### src/rtl/core/yucdm_pkg.sv
`timescale 1ns / 1ps
`default_nettype none
// ----------------------------------------------------------------------------
// yucdm_pkg
// Shared types and constants of the yaw unwrap and crossing delay meter.
// ----------------------------------------------------------------------------
package yucdm_pkg;

	localparam int QUARTER = 16384;
	localparam int SUM_W = 23;
	// kept delays; sets the depth of the delay store and the width of its fill count
	localparam int DELAY_WINDOW = 90;

	// config register indexes
	localparam logic REG_FALLING   = 1'b0;
	localparam logic REG_MAX_DELAY = 1'b1;

	// controller to datapath commands
	typedef struct packed {
		logic load;       // latch input, unwrap, write stores
		logic scan_init;  // reset scan accumulators
		logic scan_step;  // fold one display/crossing entry
		logic decide;     // crossing detection, delay update, result load
		logic evict_rd;   // read evicted delay entry
	} yucdm_cmd_t;

	typedef struct packed {
		logic scan_last;  // current scan entry is the last one
	} yucdm_sts_t;

endpackage : yucdm_pkg
`default_nettype wire

### src/rtl/core/yucdm_ctrl.sv
`timescale 1ns / 1ps
`default_nettype none
// ----------------------------------------------------------------------------
// yucdm_ctrl
// Sequencer: accept, scan the windows entry by entry, decide, present result.
// ----------------------------------------------------------------------------
module yucdm_ctrl
	import yucdm_pkg::*;
(
	input  wire logic       clk,
	input  wire logic       arst_n,
	input  wire logic       in_valid,
	output logic            in_stall,
	output logic            out_valid,
	input  wire logic       out_stall,
	output yucdm_cmd_t      cmd,
	input  wire yucdm_sts_t sts
);

	typedef enum logic [2:0] {
		ST_IDLE, ST_LOAD, ST_SCAN, ST_EVICT, ST_DECIDE
	} state_t;

	state_t state_q;
	logic   out_free;

	// result register free, or emptied by a transfer this cycle
	assign out_free = !out_valid || !out_stall;
	assign in_stall = (state_q != ST_IDLE);

	always_comb begin
		cmd = '0;
		case (state_q)
			ST_IDLE:   cmd.load = in_valid;
			ST_LOAD:   cmd.scan_init = 1'b1;
			ST_SCAN:   cmd.scan_step = 1'b1;
			ST_EVICT:  cmd.evict_rd = 1'b1;
			ST_DECIDE: cmd.decide = out_free;
			default:   cmd = '0;
		endcase
	end

	always_ff @(posedge clk or negedge arst_n) begin
		if (!arst_n) begin
			state_q   <= ST_IDLE;
			out_valid <= 1'b0;
		end else begin
			case (state_q)
				ST_IDLE:   if (in_valid) state_q <= ST_LOAD;
				ST_LOAD:   state_q <= ST_SCAN;
				ST_SCAN:   if (sts.scan_last) state_q <= ST_EVICT;
				ST_EVICT:  state_q <= ST_DECIDE;
				ST_DECIDE: if (out_free) state_q <= ST_IDLE;
				default:   state_q <= ST_IDLE;
			endcase
			if (cmd.decide) out_valid <= 1'b1;
			else if (!out_stall) out_valid <= 1'b0;
		end
	end

endmodule : yucdm_ctrl
`default_nettype wire

### config.mk
export PLATFORM = sky130hd
export DESIGN_NAME = yucdm_ctrl
export DESIGN_NICKNAME = d
export VERILOG_FILES = /design/src/rtl/core/yucdm_pkg.sv /design/src/rtl/core/yucdm_ctrl.sv
export SDC_FILE = /design/constraint.sdc
export NUM_CORES = 1
export LEC_CHECK = 0
export ABC_AREA = 1
export BUFFER_PORTS_ARGS = -buffer_cell sky130_fd_sc_hd__buf_2
export CORE_AREA = 5 5 42 44
export CTS_CLUSTER_DIAMETER = 60
export DETAILED_ROUTE_END_ITERATION = 8
export DIE_AREA = 0 0 47 49
export GPL_TIMING_DRIVEN = 1
export HOLD_SLACK_MARGIN = 0.02
export SYNTH_ARGS = -nofsm -noshare
export SYNTH_HDL_FRONTEND = slang
export SYNTH_SLANG_ARGS = --single-unit
### constraint.sdc
create_clock -name clk -period 1.03 [get_ports clk]
set_input_delay 0.206 -clock clk [delete_from_list [all_inputs] [get_ports clk]]
set_output_delay 0.206 -clock clk [all_outputs]
set_load 0.005 [all_outputs]
### Word-level counts from Yosys, hierarchy flattened

Index checks and enable logic that the tools add are counted.
Widths: inputs -> output; s select.

| storage, ports and cells | value |
|---|---|
| bits of input ports | 5 |
| register bits after elaboration | 4 |
| output and inout bits | 7 |
| logic and storage cells | 27 |

| operators by class | value |
|---|---|
| muxes and demuxes | 11 |
| reduce and logical (&&, ||, !) cells | 6 |
| equality and inequality tests | 8 |

Operator list:

| operator | count |
|---|---|
| $pmux 3 s5 | 1 |
| $mux 3 | 3 |
| $mux 1 | 7 |
| $eq 3x2->1 const B | 2 |
| $ne 2x2->1 const B | 3 |
| $eq 3x1->1 const B | 1 |
| $eq 3x3->1 const B | 1 |
| $logic_not 3->1 | 1 |
| $reduce_and 3->1 | 1 |
| $reduce_bool 3->1 | 1 |
| $logic_not 1->1 | 2 |
| $ne 2x1->1 const B | 1 |
| $logic_or 1x1->1 | 1 |

### Logic depth before layout (Yosys ltp)

Gate-level depths: netlist of run 1.

| depth | value |
|---|---|
| depth after elaboration | 4 |
| mapped depth | 5 |
| depth with buffers taken out | 5 |

### Worst setup path after synthesis of run 1

Ideal clock, no wire load.

| path | value |
|---|---|
| path type | register -> output |
| from | reg state_q[0] |
| to | out cmd[4] in the netlist's numbering |
| setup slack | 0.052 ns |
| cell stages (with the launch flop) | 4 |
| arrival time | 0.772 ns |
| cell sequence | dfrtp_1 -> nor2_2 -> nand2_1 -> nor2_1 |

RTL lines:

| item | line | source |
|---|---|---|
| start: declaration | yucdm_ctrl.sv:24 | `state_t state_q;` |
| start signal: assignment | yucdm_ctrl.sv:45 | `state_q <= ST_IDLE;` |
| start signal: assignment | yucdm_ctrl.sv:49 | `ST_IDLE: if (in_valid) state_q <= ST_LOAD;` |
| start signal: assignment | yucdm_ctrl.sv:50 | `ST_LOAD: state_q <= ST_SCAN;` |
| end: declaration | yucdm_ctrl.sv:16 | `output yucdm_cmd_t cmd,` |

==> reports/results.txt, run 1 <==
status: complete, but fails checks
failing checks: setup timing
Synth Instances: 31
fmax: 0.766 GHz
Post-Route Setup TNS: -1.27 ns
total clock sinks: 4
routed len/inst: 8.13 µm
switching power: 0.438 mW
Post-route DRC: 0
met3 GRT Util: 4.43%
core area: 0.00140 mm²
Util after Layout: 27.1%
CP arrival: 1.10 ns
worst path required time: 0.82 ns
vias in the first global route: 238
CTS root buf: clkbuf_4
H-tree lvl count: 1
final wirelength: 545 µm
Worst setup SP type: register
area post-placement: 322 µm²
nets@finish: 58
worst-case clock buffer depth: 2
CTS clk-pin slew, worst paths: 0.04 ns
syn_nets: 36
TritonCTS clock tree: done
top-level port count: 12
area delta synth->final: 75.7%
CP cell instances: nor2_4 > nand2_2 > nor2_2 > buf_2
initial antenna violation count: 0
antenna cell count: 0
port bufs: 11
RSZ-0062 raised after global routing: true
post-synthesis sequential area ratio: 46.2%
setup ws final: -0.275 ns
share of total power in sequential cells: 29.3%
crit path kind: register to output port
die width: 47 µm
Reg2Reg Capture Point: state_q[0]
routed via count: 249
Worst Path Max Fanout: 5
Vias/cell: 3.72
Final Hold Fails: 0
combinational power share: 53.4%
Tot Pwr: 1.13 mW
P_int: 0.694 mW
GP Congestion: 0.735
grt met2 use: 6.79%
Worst Setup SP: state_q[0]
fraction of layout cells with a size suffix above 1: 51.0%
R2R Setup Slk: 0.07 ns
DP Wirelength: 416 µm
final period utilization: 127%
Post-Syn Area: 216 µm²
DR pass1 iterations: 2
global route overflow: 0
Total GRT Usage: 5.86%
Hold WS: 0.205 ns
Setup crit end: cmd[4]
Antenna Nets Post-Route: 0
largest net degree at the start of global routing: 6
die outline height: 49 µm
final instance area: 380 µm²
clock latency on the worst-skew pair: 0.24 ns
Final min period: 1.31 ns
Clk network pwr share: 17.3%
R2R Path Start: state_q[0]
Worst Skew: 0.00359 ns
CP peak stage delay: 0.43 ns
r2r worst-path depth: 5
PwrDens: 2980 mW/mm²
LEAKAGE: 0.240 nW
CTS Buf Count: 3
syn_area_per_cell: 6.98 µm²
Worst VDD drop: 0.00122 V
WHS Path Cells: 3
yosys warns: 0
Slew @ Worst Pin: 0.151 ns
Initial Utilization: 15.4%
maxcap violations: 0
Die ar.: 0.00230 mm²
Slowest cell on crit path: dfrtp_2
fin. max-slew vios: 0
Net Sw Frac: 38.7%
gr busiest metal: met1
worst min-delay path category: primary input to register
Final setup viols: 6
Setup crit end kind: output port
Slew HR: 89.9%
met1 Use GR: 7.76%
synth unique cells: 8
first-pass GRT wire length: 924 µm
number of synthesized register bits: 4
Cell Rows: 14
DR iter-0 viols: 2
cell usage in the layout, fill, tap and decap left out, drive strengths merged:
cell	netlist	final
nor2	6	6
buf	0	16
dlygate4sd3	0	1
nand3	5	5
clkbuf	0	3
o21ai	1	1
nand2	7	7
dfrtp	4	4
inv	8	8
what timing repair did:
| item | CTS | global route |
|---|---|---|
| hold buffers | 1 | 0 |
| endpoints found under the hold margin | 4 | 0 |
| setup buffers | 0 | 1 |
| pin swaps | 1 | 2 |
| resized for setup | 3 | 4 |
| endpoints found under the setup margin | 6 | 7 |
final cells by class:
cell class	instances	area [µm²]
clock buffers	3	22.5
multi-input cells	19	98.8
well taps	16	20.0
fillers	165	1020
flip-flops and latches	4	103
inverters	8	30.0
repair buffers	17	106
state kept, by name (all words and copies together), names as in the netlist:
register,cells
state_q,3
out_valid,1
Yosys cell counts, drive strengths merged:
| master | count | area (µm²) |
|---|---|---|
| nand2 | 7 | 26.3 |
| dfrtp | 4 | 100 |
| inv | 8 | 30.0 |
| o21ai | 1 | 5.00 |
| nor2 | 6 | 25.0 |
| nand3 | 5 | 30.0 |
stage by stage:
| stage | setup WS [ns] | cells |
|---|---|---|
| 3_3_place_gp | -0.0481 | 62 |
| 4_1_cts | -0.266 | 66 |
| 3_5_place_dp | -0.0530 | 62 |
| 2_1_floorplan | 0.0517 | 31 |
| 6_report | -0.275 | 67 |
| 5_1_grt | -0.361 | 67 |
per-layer routing:
layer / up-vias / share of wire (%)
li1: 135 / -
met1: 101 / 46
met2: 13 / 40
met3: 0 / 13
met4: 0 / 0
met5: - / 0
power by group through the flow:
| stage | logic [mW] | registers [mW] | clock network, mW |
|---|---|---|---|
| floorplan | 0.256 | 0.303 | 0 |
| detailed placement | 0.527 | 0.303 | 0 |
| finish | 0.605 | 0.332 | 0.196 |
| global route | 0.697 | 0.347 | 0.224 |
| CTS | 0.557 | 0.323 | 0.205 |
| global placement | 0.518 | 0.298 | 0 |
worst min path at each step:
stage | startpoint | to | slack [ns]
2_1_floorplan | arst_n | out_valid | -0.09
3_3_place_gp | arst_n | out_valid | 0.01
3_5_place_dp | arst_n | state_q[2] | 0.01
4_1_cts | out_stall | out_valid | 0.20
5_1_grt | out_stall | out_valid | 0.24
6_report | out_stall | out_valid | 0.20
critical path, delay by kind of cell, from the launching register on:
kind          cells  cell delay (ns)
flops             1             0.43
buf+inv           1             0.11
simple gates      3             0.32
cell families (layout without fill, tap and decap cells):
logic type / Yosys count / after routing / synth area share [%]
and+or+nand+nor: 18 / 18 / 37.6
AOI/OAI and AO/OA: 1 / 1 / 2.31
buffers and inverters: 8 / 28 / 13.9
DFF: 4 / 4 / 46.2
(Power assumes the default switching activity.)
==> run 2, diff against run 1 <==
==> constraint.sdc (replaced) <==
create_clock -name clk -period 1.03 [get_ports clk]
set_input_delay 0.309 -clock clk [delete_from_list [all_inputs] [get_ports clk]]
set_output_delay 0.309 -clock clk [all_outputs]
set_load 0.005 [all_outputs]
==> run 2 against run 1 <==
Compared with the run above:
- the run still ends with setup timing left
- highest routed layer unchanged
- power rose by 8.1%
- wire length rose by 8.8%
- utilization rose by 2.3 points
==> reports/results.txt, run 2 (same netlist as run 1, synthesis figures left out) <==
Reg2Reg Capture Point: state_q[0]
Worst Path Max Fanout: 5 (unchanged)
Vias/cell: 3.67 (-1.2%)
fmax: 0.725 GHz (-5.4%)
antenna cell count: 0 (unchanged)
total clock sinks: 4 (unchanged)
status: complete, but fails checks
PwrDens: 2960 mW/mm² (-0.46%)
die outline height: 49 µm (unchanged)
R2R Path Start: state_q[1]
clock latency on the worst-skew pair: 0.24 ns (about the same)
CP arrival: 1.07 ns (-0.03 ns)
CP cell instances: nor2_4 > nand2_2 > nor2_1 > buf_2
die width: 47 µm (unchanged)
vias in the first global route: 249 (+4.6%)
port bufs: 11 (unchanged)
core area: 0.00140 mm² (unchanged)
failing checks: setup timing
worst min-delay path category: primary input to register
worst path required time: 0.72 ns (-0.10 ns)
non-filler instance count after layout: 70 (+4.5%)
placed cells: 66 (+6.5%)
CTS Buf Count: 3 (unchanged)
DR iter-0 viols: 1 (-1)
DP Wirelength: 461 µm (+11%)
initial antenna violation count: 0 (unchanged)
global route overflow: 0 (unchanged)
H-tree lvl count: 1 (unchanged)
TritonCTS clock tree: done
first-pass GRT wire length: 931 µm (+0.76%)
r2r worst-path depth: 5 (unchanged)
worst-case clock buffer depth: 2 (unchanged)
largest net degree at the start of global routing: 6 (unchanged)
Antenna Nets Post-Route: 0 (unchanged)
setup ws final: -0.350 ns (-0.0750 ns)
Cell Rows: 14 (unchanged)
Worst VDD drop: 0.00143 V (+17%)
GP Congestion: 0.721 (-1.9%)
final wirelength: 593 µm (+8.8%)
Slew HR: 89.3% (-0.67 points)
Slowest cell on crit path: dfrtp_1
final period utilization: 134% (+7.3 points)
Util after Layout: 29.5% (+2.3 points)
Final Hold Fails: 0 (unchanged)
R2R Setup Slk: 0.08 ns (about the same)
CP peak stage delay: 0.41 ns (-0.02 ns)
Slew @ Worst Pin: 0.161 ns (+0.0101 ns)
Worst Setup SP: state_q[2]
WP buf/inv: 1 (unchanged)
Setup crit end kind: output port
min-delay src: out_stall
crit path kind: register to output port
RSZ-0062 raised after global routing: true
Fillers: 163 (-1.2%)
routed via count: 257 (+3.2%)
Reg area: 101 µm² (-1.2%)
nets@finish: 61 (+5.2%)
biggest regs: state_q (3), out_valid (1)
most frequent cells in the layout: 11 x buf_2, 8 x inv_1, 6 x nand2_1, 6 x buf_4, 4 x nor2_1
multi-input logic area: 106 µm² (+7.6%)
Initial Utilization: 15.4% (unchanged)
max reg flops: 3 (unchanged)
Die ar.: 0.00230 mm² (unchanged)
area delta synth->final: 90.8%
Post-route DRC: 0 (unchanged)
fraction of layout cells with a size suffix above 1: 53.7% (+2.7 points)
Worst setup SP type: register
Worst Skew: 0.00595 ns (+0.00236 ns)
Total GRT Usage: 6.07% (+0.21 points)
maxcap violations: 0 (unchanged)
Final min period: 1.38 ns (+0.0750 ns)
fin. max-slew vios: 0 (unchanged)
Setup crit end: cmd[4]
most flop-heavy register: state_q
critical path depth: 4 (unchanged)
DR pass1 iterations: 3 (+1)
top-level port count: 12 (unchanged)
routed len/inst: 8.47 µm (+4.1%)
CTS clk-pin slew, worst paths: 0.04 ns (about the same)
CTS root buf: clkbuf_4
Final setup viols: 7 (+1)
delay-heaviest family, CP: flip-flops
LEAKAGE: 0.265 nW (+10%)
commonest non-fill, non-tap cell in the layout: buf_2
## run 2: how the worst min path moves through the flow
stage / cells after the start / end
after floorplan: 0 / out_valid
after global placement: 1 / out_valid
after detailed placement: 1 / out_valid
after CTS: 3 / out_valid
after global routing: 3 / out_valid
final: 3 / out_valid
## run 2: power breakdown
part	switching [mW]	internal [mW]	total, mW
registers	0.0849	0.235	0.320
clock network	0.0705	0.131	0.201
logic	0.314	0.389	0.703
total	0.469	0.754	1.22
## run 2: layout make-up
| class | instances | area share [%] |
|---|---|---|
| multi-input combinational | 19 | 25.8 |
| inverter | 8 | 7.27 |
| clock buffer | 3 | 5.45 |
| sequential | 4 | 24.5 |
| tap | 16 | 4.85 |
| timing repair buffer | 20 | 32.1 |
## run 2: worst register-to-register path, stage by stage (launching register included)
cell and delay (ns):
dfrtp_1 0.41, nor2_2 0.14, buf_4 0.12, nand3_2 0.08, nand3_2 0.06, nor2_1 0.04
## run 2: per-stage QoR
| stage | TNS, ns | hold WS (ns) | setup slack, ns | cell area (µm²) | power [mW] |
|---|---|---|---|---|---|
| after floorplan | -0.0757 | 0.0134 | -0.0513 | 216 | 0.560 |
| after CTS | -2.02 | 0.292 | -0.363 | 397 | 1.19 |
| after global placement | -0.470 | 0.119 | -0.112 | 352 | 0.914 |
| after global routing | -2.41 | 0.304 | -0.433 | 413 | 1.35 |
| after detailed placement | -0.518 | 0.121 | -0.132 | 352 | 0.925 |
| final | -1.92 | 0.295 | -0.350 | 413 | 1.22 |
## run 2: timing repair
action | in CTS | in global routing
pin swaps | 1 | 1
hold endpoints to repair | 4 | 0
hold buffers | 1 | 0
gates resized for setup | 3 | 5
setup endpoints to repair | 7 | 7
gates cloned | 0 | 0
setup buffers | 0 | 0
## run 2: routing by layer
metal	vias up	global-route usage (%)	wire [µm]
li1	138	-	-
met1	106	6.64	253
met2	13	7.69	258
met3	0	3.69	81
met4	0	5.53	0
met5	-	0	0
==> run 3, diff against run 2 <==
- SETUP_SLACK_MARGIN: default -> 0.3
- clock period: 1.03 -> 1.4 ns (I/O delays scaled with it)
==> run 3 against run 2 <==
Compared with the run above:
- the flow still finishes with violations (setup timing)
- clock skew down 0.00074 ns
- sequential power fell by 17%
- critical endpoint unchanged
- largest power group unchanged
- wire length is 2.2% higher
- highest routed layer is now met4
==> reports/results.txt, run 3 (same netlist as run 1, synthesis figures left out) <==
P_int: 0.551 mW (-27%)
switching power: 0.362 mW (-23%)
PwrDens: 2260 mW/mm² (-24%)
Setup crit end kind: output port
WHS Path Cells: 3 (unchanged)
met1 Use GR: 6.86% (+0.22 points)
TritonCTS clock tree: done
biggest regs: state_q (3), out_valid (1)
total clock sinks: 4 (unchanged)
Cell Rows: 14 (unchanged)
initial antenna violation count: 0 (unchanged)
largest net degree at the start of global routing: 8 (+2)
RSZ-0062 raised after global routing: true
final period utilization: 108%
Post-Place Setup Slack: 0.0883 ns (+0.220 ns)
Total GRT Usage: 6.77% (+0.71 points)
H-tree lvl count: 1 (unchanged)
worst min-delay path category: primary input to register
Initial Utilization: 15.4% (unchanged)
R2R Path Start: state_q[2]
Worst setup SP type: register
die width: 47 µm (unchanged)
max reg flops: 3 (unchanged)
nets@finish: 59 (-3.3%)
Worst Skew: 0.00521 ns (-0.000740 ns)
LEAKAGE: 0.247 nW (-6.7%)
area delta synth->final: 86.7%
DR iter-0 viols: 2 (+1)
min-delay src: out_stall
port bufs: 11 (unchanged)
Tot Pwr: 0.913 mW (-25%)
combinational power share: 55.2% (-2.2 points)
global route overflow: 0 (unchanged)
Slew @ Worst Pin: 0.160 ns (-0.00123 ns)
CP arrival: 1.10 ns (+0.03 ns)
commonest non-fill, non-tap cell in the layout: buf_2
worst-case clock buffer depth: 2 (unchanged)
r2r worst-path depth: 5 (unchanged)
setup ws final: -0.115 ns (+0.235 ns)
Antenna Nets Post-Route: 0 (unchanged)
Reg2Reg Capture Point: state_q[0]
Vias/cell: 3.78 (+2.9%)
Net Sw Frac: 39.7% (+1.3 points)
non-filler instance count after layout: 68 (-2.9%)
fmax: 0.660 GHz
Final min period: 1.52 ns
Final Hold Fails: 0 (unchanged)
CTS Buf Count: 3 (unchanged)
Util after Layout: 28.8% (-0.62 points)
DR pass1 iterations: 2 (-1)
Worst Path Max Fanout: 5 (unchanged)
die outline height: 49 µm (unchanged)
Post-route DRC: 0 (unchanged)
top-level port count: 12 (unchanged)
multi-input logic area: 114 µm² (+7.1%)
Fillers: 167 (+2.5%)
most flop-heavy register: state_q
Slew HR: 89.3% (about the same)
crit path kind: register to output port
CTS clk-pin slew, worst paths: 0.04 ns (about the same)
routed via count: 257 (unchanged)
grt met2 use: 7.92% (+0.23 points)
final wirelength: 606 µm (+2.2%)
Post-Route Setup TNS: -0.400 ns (+1.52 ns)
gr busiest metal: met4
failing checks: setup timing
R2R Setup Slk: 0.41 ns (+0.33 ns)
fin. max-slew vios: 0 (unchanged)
Hold EP: out_valid
met3 GRT Util: 4.43% (+0.74 points)
fraction of layout cells with a size suffix above 1: 61.5% (+7.8 points)
DP Wirelength: 389 µm (-16%)
CTS root buf: clkbuf_4
status: complete, but fails checks
Final setup viols: 5 (-2)
Clk network pwr share: 15.8% (-0.6 points)
antenna cell count: 0 (unchanged)
core area: 0.00140 mm² (unchanged)
Reg area: 104 µm² (+2.5%)
worst path required time: 0.98 ns (+0.26 ns)
most frequent cells in the layout: 11 x buf_2, 7 x inv_1, 5 x nand2_1, 5 x buf_4
Die ar.: 0.00230 mm² (unchanged)
clock latency on the worst-skew pair: 0.24 ns (about the same)
Worst VDD drop: 0.000810 V (-43%)
placed cells: 58 (-12%)
share of total power in sequential cells: 29.0% (+2.9 points)
first-pass GRT wire length: 986 µm (+5.9%)
GP Congestion: 0.674 (-6.6%)
routed len/inst: 8.91 µm (+5.2%)
vias in the first global route: 253 (+1.6%)
maxcap violations: 0 (unchanged)
run 3: area by class of cell:
type | instances | share of cell area (%)
flip-flops and latches | 4 | 25.7
well taps | 16 | 4.95
inverters | 8 | 7.43
repair buffers | 18 | 28.2
clock buffers | 3 | 5.57
multi-input cells | 19 | 28.2
run 3: power by group through the flow:
stage | clock network, mW | registers (mW) | logic (mW)
global placement | 0 | 0.229 | 0.304
global route | 0.165 | 0.272 | 0.580
floorplan | 0 | 0.223 | 0.189
detailed placement | 0 | 0.230 | 0.306
finish | 0.144 | 0.265 | 0.504
CTS | 0.151 | 0.264 | 0.399
run 3: metal layers:
metal  wire length [µm]  vias up
met5                  0        -
met4                 36        0
met3                 62        4
met2                258       13
met1                249      107
li1                   -      133
run 3: what timing repair did:
item / in CTS / in global routing
pin swaps: 2 / 2
setup buffers: 3 / 3
hold buffers: 1 / 0
setup endpoints to repair: 7 / 7
hold endpoints to repair: 4 / 0
gates resized for setup: 9 / 4
run 3: stage by stage:
| step | cell area (µm²) | hold WS [ns] |
|---|---|---|
| 6_report | 404 | 0.409 |
| 3_3_place_gp | 292 | 0.230 |
| 3_5_place_dp | 292 | 0.230 |
| 5_1_grt | 404 | 0.425 |
| 2_1_floorplan | 216 | 0.124 |
| 4_1_cts | 370 | 0.403 |
run 3: worst max path at each step:
stage | startpoint | to | slack (ns)
finish | state_q[0] | cmd[4] | -0.12
global route | state_q[0] | cmd[4] | -0.20
floorplan | state_q[0] | cmd[4] | 0.21
CTS | state_q[1] | cmd[1] | -0.11
global placement | state_q[1] | cmd[1] | 0.09
detailed placement | state_q[1] | cmd[1] | 0.09
run 3: worst max-delay path, cell delays in order (launching register included):
cell     delay (ns)
dfrtp_2        0.44
nor2_4         0.17
nand2_2        0.07
nor2_2         0.07
buf_2          0.11
